### src/sv/jsu_pkg.sv
// types, codes and helper functions for the json string unescaper
package jsu_pkg;

    localparam int CP_W = 21;

    typedef enum logic [2:0] {
        MODE_IDLE,
        MODE_BODY,
        MODE_ESC,
        MODE_HEX_HI,
        MODE_WAIT_BS,
        MODE_WAIT_U,
        MODE_HEX_LO
    } mode_t;

    typedef enum logic [1:0] {
        KIND_DATA  = 2'd0,
        KIND_CLOSE = 2'd1,
        KIND_ERROR = 2'd2
    } kind_t;

    localparam logic [2:0] ERR_NONE    = 3'd0;
    localparam logic [2:0] ERR_UNTERM  = 3'd1;
    localparam logic [2:0] ERR_ESCAPE  = 3'd2;
    localparam logic [2:0] ERR_HEX     = 3'd3;
    localparam logic [2:0] ERR_LOW_SUR = 3'd4;

    localparam logic [CP_W-1:0] CP_QUOTE     = 21'h22;
    localparam logic [CP_W-1:0] CP_SLASH     = 21'h2F;
    localparam logic [CP_W-1:0] CP_BACKSLASH = 21'h5C;
    localparam logic [CP_W-1:0] CP_B         = 21'h62;
    localparam logic [CP_W-1:0] CP_F         = 21'h66;
    localparam logic [CP_W-1:0] CP_N         = 21'h6E;
    localparam logic [CP_W-1:0] CP_R         = 21'h72;
    localparam logic [CP_W-1:0] CP_T         = 21'h74;
    localparam logic [CP_W-1:0] CP_U         = 21'h75;

    localparam logic [15:0] HIGH_SUR_FIRST = 16'hD800;
    localparam logic [15:0] HIGH_SUR_LAST  = 16'hDBFF;
    localparam logic [15:0] LOW_SUR_FIRST  = 16'hDC00;
    localparam logic [15:0] LOW_SUR_LAST   = 16'hDFFF;
    localparam logic [CP_W-1:0] SUPP_BASE  = 21'h10000;
    localparam logic [CP_W-1:0] CP_MAX     = 21'h10FFFF;

    typedef struct packed {
        logic [2:0]      count;
        logic [3:0][7:0] bytes;   // bytes[0] goes out first
    } utf8_t;

    typedef struct packed {
        logic       valid;
        logic [3:0] value;
    } hex_digit_t;

    function automatic utf8_t utf8_encode(input logic [CP_W-1:0] c);
        utf8_t r;
        r.count = 3'd0;
        r.bytes = '0;
        if (c <= 21'h7F)
        begin
            r.count    = 3'd1;
            r.bytes[0] = c[7:0];
        end
        else if (c <= 21'h7FF)
        begin
            r.count    = 3'd2;
            r.bytes[0] = 8'hC0 | {3'b000, c[10:6]};
            r.bytes[1] = 8'h80 | {2'b00, c[5:0]};
        end
        else if (c <= 21'hFFFF)
        begin
            r.count    = 3'd3;
            r.bytes[0] = 8'hE0 | {4'b0000, c[15:12]};
            r.bytes[1] = 8'h80 | {2'b00, c[11:6]};
            r.bytes[2] = 8'h80 | {2'b00, c[5:0]};
        end
        else if (c <= CP_MAX)
        begin
            r.count    = 3'd4;
            r.bytes[0] = 8'hF0 | {5'b00000, c[20:18]};
            r.bytes[1] = 8'h80 | {2'b00, c[17:12]};
            r.bytes[2] = 8'h80 | {2'b00, c[11:6]};
            r.bytes[3] = 8'h80 | {2'b00, c[5:0]};
        end
        return r;
    endfunction

    function automatic hex_digit_t hex_decode(input logic [CP_W-1:0] c);
        hex_digit_t r;
        r.valid = 1'b1;
        r.value = 4'd0;
        if (c >= 21'h30 && c <= 21'h39)
        begin
            r.value = c[3:0];
        end
        else if ((c >= 21'h61 && c <= 21'h66) || (c >= 21'h41 && c <= 21'h46))
        begin
            r.value = c[3:0] + 4'd9;   // 'a' and 'A' both end in 0001
        end
        else
        begin
            r.valid = 1'b0;
        end
        return r;
    endfunction

endpackage

### src/sv/json_string_unescape_utf8.sv
// json string body unescaper: code points in, utf-8 bytes and status out
//
// s_axis carries one code point per transaction. tuser[1] marks the opening
// quote (its code point becomes the closing delimiter), tuser[0] marks end of
// input. m_axis carries the results: a data byte, a string-closed marker or an
// error, with tlast on the final result of each input transaction.
// Each accepted transaction is decoded in the cycle it is taken and its zero
// to four results land in a four-entry result buffer; the first result is on
// m_axis the next cycle. Results drain one per cycle while m_axis_tready is high.
// Throughput: one input per cycle while every input gives at most one result and
// m_axis_tready stays high; an input that makes more than one utf-8 byte holds
// s_axis until the single-byte output port takes the last result from the buffer.
// s_axis_tready is high when the buffer is empty, or holds its last result
// and m_axis takes it in the same cycle. A stalled receiver therefore stalls
// the input after one pending result; nothing is dropped.
// Reset clears the buffer and puts the decoder in the idle mode, where every
// item except an opening quote is ignored.
module json_string_unescape_utf8 (
    input  logic        clk,
    input  logic        rst_n,
    input  logic        s_axis_tvalid,
    output logic        s_axis_tready,
    input  logic [23:0] s_axis_tdata,   // [20:0] code_point, [23:21] zero
    input  logic [1:0]  s_axis_tuser,   // [0] end_of_input, [1] start_req
    output logic        m_axis_tvalid,
    input  logic        m_axis_tready,
    output logic [15:0] m_axis_tdata,   // [7:0] out_byte, [10:8] fault_code, [15:11] zero
    output logic [1:0]  m_axis_tuser,   // [1:0] kind
    output logic        m_axis_tlast
);
    import jsu_pkg::*;

    mode_t           mode_reg, mode_next;
    logic [CP_W-1:0] quote_reg, quote_next;
    logic [15:0]     acc_reg, acc_next;
    logic [1:0]      digits_reg, digits_next;
    logic [9:0]      high_reg, high_next;

    logic [2:0]      cnt_reg;
    logic [3:0][7:0] byte_reg;
    kind_t           kind_reg;
    logic [2:0]      err_reg;

    logic [CP_W-1:0] in_cp;
    logic            in_eoi;
    logic            in_start;
    logic            in_fire;
    logic            out_fire;

    logic [2:0]      res_cnt;
    logic [3:0][7:0] res_bytes;
    logic [7:0]      res_byte;
    kind_t           res_kind;
    logic [2:0]      res_err;
    logic            enc_en;
    logic [CP_W-1:0] enc_cp;
    utf8_t           enc;
    hex_digit_t      hex;
    logic [15:0]     acc_shift;

    assign in_cp    = s_axis_tdata[CP_W-1:0];
    assign in_eoi   = s_axis_tuser[0];
    assign in_start = s_axis_tuser[1];

    assign s_axis_tready = (cnt_reg == 3'd0) || (cnt_reg == 3'd1 && m_axis_tready);
    assign in_fire       = s_axis_tvalid && s_axis_tready;
    assign out_fire      = m_axis_tvalid && m_axis_tready;

    assign hex       = hex_decode(in_cp);
    assign acc_shift = {acc_reg[11:0], hex.value};
    assign enc       = utf8_encode(enc_cp);

    // decoder state
    always_ff @(posedge clk or negedge rst_n)
    begin
        if (!rst_n)
        begin
            mode_reg   <= MODE_IDLE;
            quote_reg  <= '0;
            acc_reg    <= '0;
            digits_reg <= '0;
            high_reg   <= '0;
        end
        else if (in_fire)
        begin
            mode_reg   <= mode_next;
            quote_reg  <= quote_next;
            acc_reg    <= acc_next;
            digits_reg <= digits_next;
            high_reg   <= high_next;
        end
    end

    always_comb
    begin
        mode_next   = mode_reg;
        quote_next  = quote_reg;
        acc_next    = acc_reg;
        digits_next = digits_reg;
        high_next   = high_reg;
        res_cnt     = 3'd0;
        res_byte    = 8'h00;
        res_kind    = KIND_DATA;
        res_err     = ERR_NONE;
        enc_en      = 1'b0;
        enc_cp      = in_cp;

        if (in_start)
        begin
            quote_next  = in_cp;
            mode_next   = MODE_BODY;
            acc_next    = '0;
            digits_next = '0;
            high_next   = '0;
        end
        else if (mode_reg != MODE_IDLE && in_eoi)
        begin
            mode_next = MODE_IDLE;
            res_cnt   = 3'd1;
            res_kind  = KIND_ERROR;
            unique case (mode_reg)
                MODE_BODY:                res_err = ERR_UNTERM;
                MODE_ESC:                 res_err = ERR_ESCAPE;
                MODE_HEX_HI, MODE_HEX_LO: res_err = ERR_HEX;
                default:                  res_err = ERR_LOW_SUR;
            endcase
        end
        else
        begin
            unique case (mode_reg)
                MODE_IDLE: ;
                MODE_BODY:
                begin
                    if (in_cp == quote_reg)
                    begin
                        res_cnt   = 3'd1;
                        res_kind  = KIND_CLOSE;
                        mode_next = MODE_IDLE;
                    end
                    else if (in_cp == CP_BACKSLASH)
                    begin
                        mode_next = MODE_ESC;
                    end
                    else
                    begin
                        enc_en = 1'b1;
                    end
                end
                MODE_ESC:
                begin
                    mode_next = MODE_BODY;
                    res_cnt   = 3'd1;
                    unique case (in_cp)
                        CP_QUOTE:     res_byte = 8'h22;
                        CP_BACKSLASH: res_byte = 8'h5C;
                        CP_SLASH:     res_byte = 8'h2F;
                        CP_B:         res_byte = 8'h08;
                        CP_F:         res_byte = 8'h0C;
                        CP_N:         res_byte = 8'h0A;
                        CP_R:         res_byte = 8'h0D;
                        CP_T:         res_byte = 8'h09;
                        CP_U:
                        begin
                            res_cnt     = 3'd0;
                            mode_next   = MODE_HEX_HI;
                            acc_next    = '0;
                            digits_next = '0;
                        end
                        default:
                        begin
                            mode_next = MODE_IDLE;
                            res_kind  = KIND_ERROR;
                            res_err   = ERR_ESCAPE;
                        end
                    endcase
                end
                MODE_HEX_HI, MODE_HEX_LO:
                begin
                    if (!hex.valid)
                    begin
                        mode_next = MODE_IDLE;
                        res_cnt   = 3'd1;
                        res_kind  = KIND_ERROR;
                        res_err   = ERR_HEX;
                    end
                    else
                    begin
                        acc_next = acc_shift;
                        if (digits_reg != 2'd3)
                        begin
                            digits_next = digits_reg + 2'd1;
                        end
                        else
                        begin
                            digits_next = '0;
                            if (mode_reg == MODE_HEX_HI)
                            begin
                                if (acc_shift >= HIGH_SUR_FIRST && acc_shift <= HIGH_SUR_LAST)
                                begin
                                    high_next = acc_shift[9:0];
                                    mode_next = MODE_WAIT_BS;
                                end
                                else
                                begin
                                    enc_en    = 1'b1;
                                    enc_cp    = {5'b00000, acc_shift};
                                    mode_next = MODE_BODY;
                                end
                            end
                            else if (acc_shift >= LOW_SUR_FIRST && acc_shift <= LOW_SUR_LAST)
                            begin
                                // join the pair into one supplementary code point
                                enc_en    = 1'b1;
                                enc_cp    = SUPP_BASE + {1'b0, high_reg, acc_shift[9:0]};
                                mode_next = MODE_BODY;
                            end
                            else
                            begin
                                mode_next = MODE_IDLE;
                                res_cnt   = 3'd1;
                                res_kind  = KIND_ERROR;
                                res_err   = ERR_LOW_SUR;
                            end
                        end
                    end
                end
                MODE_WAIT_BS:
                begin
                    if (in_cp == CP_BACKSLASH)
                    begin
                        mode_next = MODE_WAIT_U;
                    end
                    else
                    begin
                        mode_next = MODE_IDLE;
                        res_cnt   = 3'd1;
                        res_kind  = KIND_ERROR;
                        res_err   = ERR_LOW_SUR;
                    end
                end
                MODE_WAIT_U:
                begin
                    if (in_cp == CP_U)
                    begin
                        mode_next   = MODE_HEX_LO;
                        acc_next    = '0;
                        digits_next = '0;
                    end
                    else
                    begin
                        mode_next = MODE_IDLE;
                        res_cnt   = 3'd1;
                        res_kind  = KIND_ERROR;
                        res_err   = ERR_LOW_SUR;
                    end
                end
                default: mode_next = MODE_IDLE;
            endcase
        end

        if (enc_en)
        begin
            res_cnt   = enc.count;
            res_bytes = enc.bytes;
        end
        else
        begin
            res_bytes = {24'h000000, res_byte};
        end
    end

    // result buffer, drained from entry 0
    always_ff @(posedge clk or negedge rst_n)
    begin
        if (!rst_n)
        begin
            cnt_reg <= 3'd0;
        end
        else if (in_fire)
        begin
            cnt_reg <= res_cnt;
        end
        else if (out_fire)
        begin
            cnt_reg <= cnt_reg - 3'd1;
        end
    end

    always_ff @(posedge clk)
    begin
        if (in_fire)
        begin
            byte_reg <= res_bytes;
            kind_reg <= res_kind;
            err_reg  <= res_err;
        end
        else if (out_fire)
        begin
            byte_reg <= {8'h00, byte_reg[3:1]};
        end
    end

    assign m_axis_tvalid = (cnt_reg != 3'd0);
    assign m_axis_tdata  = {5'b00000, err_reg, byte_reg[0]};
    assign m_axis_tuser  = kind_reg;
    assign m_axis_tlast  = (cnt_reg == 3'd1);

    // buffer never holds more than one utf-8 sequence
    assert property (@(posedge clk) disable iff (!rst_n) cnt_reg <= 3'd4)
        else $error("result buffer count out of range");

    // markers and errors are always the only result of their transaction
    assert property (@(posedge clk) disable iff (!rst_n)
        (m_axis_tvalid && m_axis_tuser != KIND_DATA)
            |-> (m_axis_tlast && m_axis_tdata[7:0] == 8'h00))
        else $error("non-data result not single or carries a byte");

    // an opening quote always opens the string body
    assert property (@(posedge clk) disable iff (!rst_n)
        (in_fire && in_start) |=> (mode_reg == MODE_BODY))
        else $error("start transaction did not open the string");

    // input is taken only when the buffer can hold the new results
    assert property (@(posedge clk) disable iff (!rst_n)
        in_fire |-> (cnt_reg == 3'd0 || (cnt_reg == 3'd1 && out_fire)))
        else $error("input accepted over pending results");

endmodule

### config.mk
export PLATFORM = sky130hd
export DESIGN_NAME = json_string_unescape_utf8
export DESIGN_NICKNAME = d
export VERILOG_FILES = /design/src/sv/jsu_pkg.sv /design/src/sv/json_string_unescape_utf8.sv
export SDC_FILE = /design/constraint.sdc
export NUM_CORES = 1
export LEC_CHECK = 0
export ABC_AREA = 1
export BUFFER_PORTS_ARGS = -buffer_cell sky130_fd_sc_hd__buf_4
export CAP_MARGIN = 20
export CORE_ASPECT_RATIO = 1.5
export CORE_MARGIN = 8
export CORE_UTILIZATION = 35
export DETAILED_ROUTE_END_ITERATION = 12
export PLACE_DENSITY = 0.57
export SYNTH_ARGS = -nofsm -noshare
export SYNTH_HDL_FRONTEND = slang
export SYNTH_SLANG_ARGS = --single-unit
### constraint.sdc
create_clock -name clk -period 2.7 [get_ports clk]
set_clock_uncertainty 0.2 [all_clocks]
set_input_delay 0.81 -clock clk [delete_from_list [all_inputs] [get_ports clk]]
set_output_delay 0.81 -clock clk [all_outputs]
set_load 0.01 [all_outputs]
==> results.json <==
{
  "status": "complete, but fails checks",
  "violations": "setup timing",
  "pin_count": 51,
  "fin_cells": 1334,
  "insertion_delay_ns": 0.35,
  "syn_inst": 860,
  "dpl.hpwl_um": 17000,
  "fin_nets": 1151,
  "grt_pass1_wl_um": 35200,
  "antenna_found_initial": 0,
  "crit_slowest_cell": "nor2_4",
  "r2r_setup_slack_ns": -0.05,
  "synthAdderAreaFrac_pct": 1.80,
  "final.period_utilization_pct": 114,
  "viasPerCell": 5.10,
  "initial_utilization_pct": 35.4,
  "synthXorXnorAreaFrac_pct": 3.21,
  "synth_top_cell_by_area": "dfrtp_1",
  "hold_path.class": "in -> async",
  "fmax_ghz": 0.325,
  "cts.path.max_buffers": 2,
  "grt_overflow": 0,
  "cts_tree": "yes",
  "crit_arrival_ns": 2.99,
  "grt_use_total_pct": 19.5,
  "slowest_delay_ns": 0.18,
  "ys.flop_type": "dfrtp_1",
  "start_kind": "primary input",
  "synth-edff-count": 34,
  "slew_headroom_pct": 51.1,
  "ys_async_sr_fraction_pct": 60.0,
  "vias": 6805,
  "synth_top_family_by_area": "simple AND/OR/NAND/NOR gates",
  "setup_ws_ns": -0.378,
  "htreeDepth": 3,
  "rsz0062_at_grt": "yes",
  "area_growth_pct": 55.8,
  "drive_above_1_share_pct": 44.9,
  "grt_max_degree": 52,
  "worstPathRequired_ns": 2.62,
  "chipWidth_um": 125,
  "drc_errors": 0,
  "grt_pass1_vias": 6685,
  "synth_area_per_cell_sq_um": 7.29,
  "finalMaxSlewViolations": 0,
  "fp.coreArea_sq_um": 17700,
  "antenna_cells": 0,
  "cts_made_buffers": 9,
  "place_inst": 1277,
  "wire_per_inst_um": 16.7,
  "utilization_pct": 55.1,
  "ys_ff_latch": 85,
  "drt-total-wl_um": 22300,
  "cts_root_buf": "clkbuf_16",
  "critPathTopFamily": "simple AND/OR/NAND/NOR gates",
  "num_rows": 60,
  "drt_iter0_drc": 386,
  "crit_fanout": 6,
  "io_buffers": 42,
  "vdd_drop_max_mv": 0.288,
  "synth_compound_area_share_pct": 15.1,
  "path_buf_inv": 5,
  "setup_viol": 54,
  "die_area_sq_um": 22500,
  "ys_seq_area_share_pct": 36.7,
  "cts_sinks": 85,
  "pre_cts_slack_ns": -0.880,
  "yosys-top-cells-count": "nand2_1 (219), inv_1 (92), nor2_1 (84), o21ai_0 (63), nand3_1 (53)",
  "max_cap_violations": 0,
  "synth_mux_area_share_pct": 0.180,
  "path_cells": "buf_4 > nor2_4 > inv_1 > nor2_4 > nand3_2 > nand2_1 > nand2_2 > nand2_4 > nand3_4 > buf_6 > nand4_1 > nand2_2 > nor2_2 > inv_2 > nor2_4 > nand2_2 > nor2_4 > nor2_2 > nand2_1 > nand3_2 > nand2_2 > inv_1",
  "yosys-top-cells-area": "dfrtp_1 (20%), edfxtp_1 (16%), nand2_1 (13%)",
  "synth-simple-area-share_pct": 33.3,
  "critPathKind": "in -> reg",
  "path_clk_slew_ns": 0.07,
  "gp_congestion": 0.932,
  "synthesis.area_sq_um": 6270,
  "worst_hold_slack_ns": 0.296,
  "synth_cell_types": 57,
  "yosysMostFrequentCell": "nand2_1",
  "synth_top_area_share_pct": 20.4,
  "totalNegativeSetupSlack_ns": -13.65,
  "hold_viol": 0,
  "power_density_nw_per_um2": 566,
  "p_leak_nw": 4.49,
  "dr.pass1.iters": 5,
  "fillers": 1670,
  "tightest_slew_ns": 0.734,
  "ant_nets": 0,
  "yosys_warnings": 0,
  "die_h_um": 180,
  "cp-end-kind": "flop",
  "layout_min_cycle_time_ns": 3.08
}
layer usage:
metal / global-route usage (%) / part of all wire, %
met1: 21.5 / 39
met2: 36.0 / 54
met3: 2.64 / 2.9
met4: 9.44 / 4.1
met5: 0 / 0
metrics by stage:
step | power [mW] | cell area, sq um
global placement | 3.98 | 8310
global route | 5.87 | 9760
floorplan | 3.19 | 6480
detailed placement | 4.02 | 8310
CTS | 5.40 | 9320
finish | 5.53 | 9760
cell usage in the layout, fill, tap and decap left out, drive strengths merged, types with 9 or more instances in the layout:
cell	n
a21oi	21
buf	275
clkbuf	10
dfrtp	51
edfxtp	34
ha	9
inv	106
nand2	237
nand3	60
nand4	22
nor2	103
nor3	11
o211ai	25
o21ai	70
o22ai	13
xnor2	10
xor2	13
what timing repair did:
action / 4_1_cts / 5_1_grt
setup endpoints to repair: 55 / 79
hold endpoints to repair: 0 / 0
setup buffers: 33 / 15
resized for setup: 140 / 95
hold buffers: 0 / 0
gates cloned: 1 / 1
pin swaps: 71 / 65
report_power, final:
| part | leakage (nW) | total, mW | internal (mW) | switching [mW] |
|---|---|---|---|---|
| combinational | 3.36 | 2.26 | 1.02 | 1.24 |
| sequential | 0.993 | 2.02 | 1.80 | 0.223 |
| clock | 0.142 | 1.25 | 0.665 | 0.581 |
final cells by class:
type	instances	area [sq um]	share of cell area, %
Clock buffer	10	239	2.45
Clock inverter	6	51.3	0.526
Inverter	103	405	4.15
Multi-Input combinational cell	638	4200	43.1
Sequential cell	85	2300	23.5
Tap cell	217	272	2.78
Timing Repair Buffer	275	2290	23.5
cells by family after synthesis:
kind of cell    Yosys count
compound gates          154
buf+inv                 142
flops                    85
other cells               1
fa+ha+maj                 9
xor+xnor                 23
simple gates            445
mux                       1
final timing paths:
check / startpoint / to / depth (start not counted)
max: s_axis_tdata[3] / m_axis_tdata[1] / 22
max in group asynchronous: rst_n / mode_reg[0] / 1
max reg2reg: mode_reg[0] / m_axis_tdata[2] / 18
min: rst_n / quote_reg[7] / 1
min reg2reg: high_reg[2] / high_reg[2] / 2
min in group clk: high_reg[2] / high_reg[2] / 2
No activity file was read; power rests on OpenSTA's default activity.
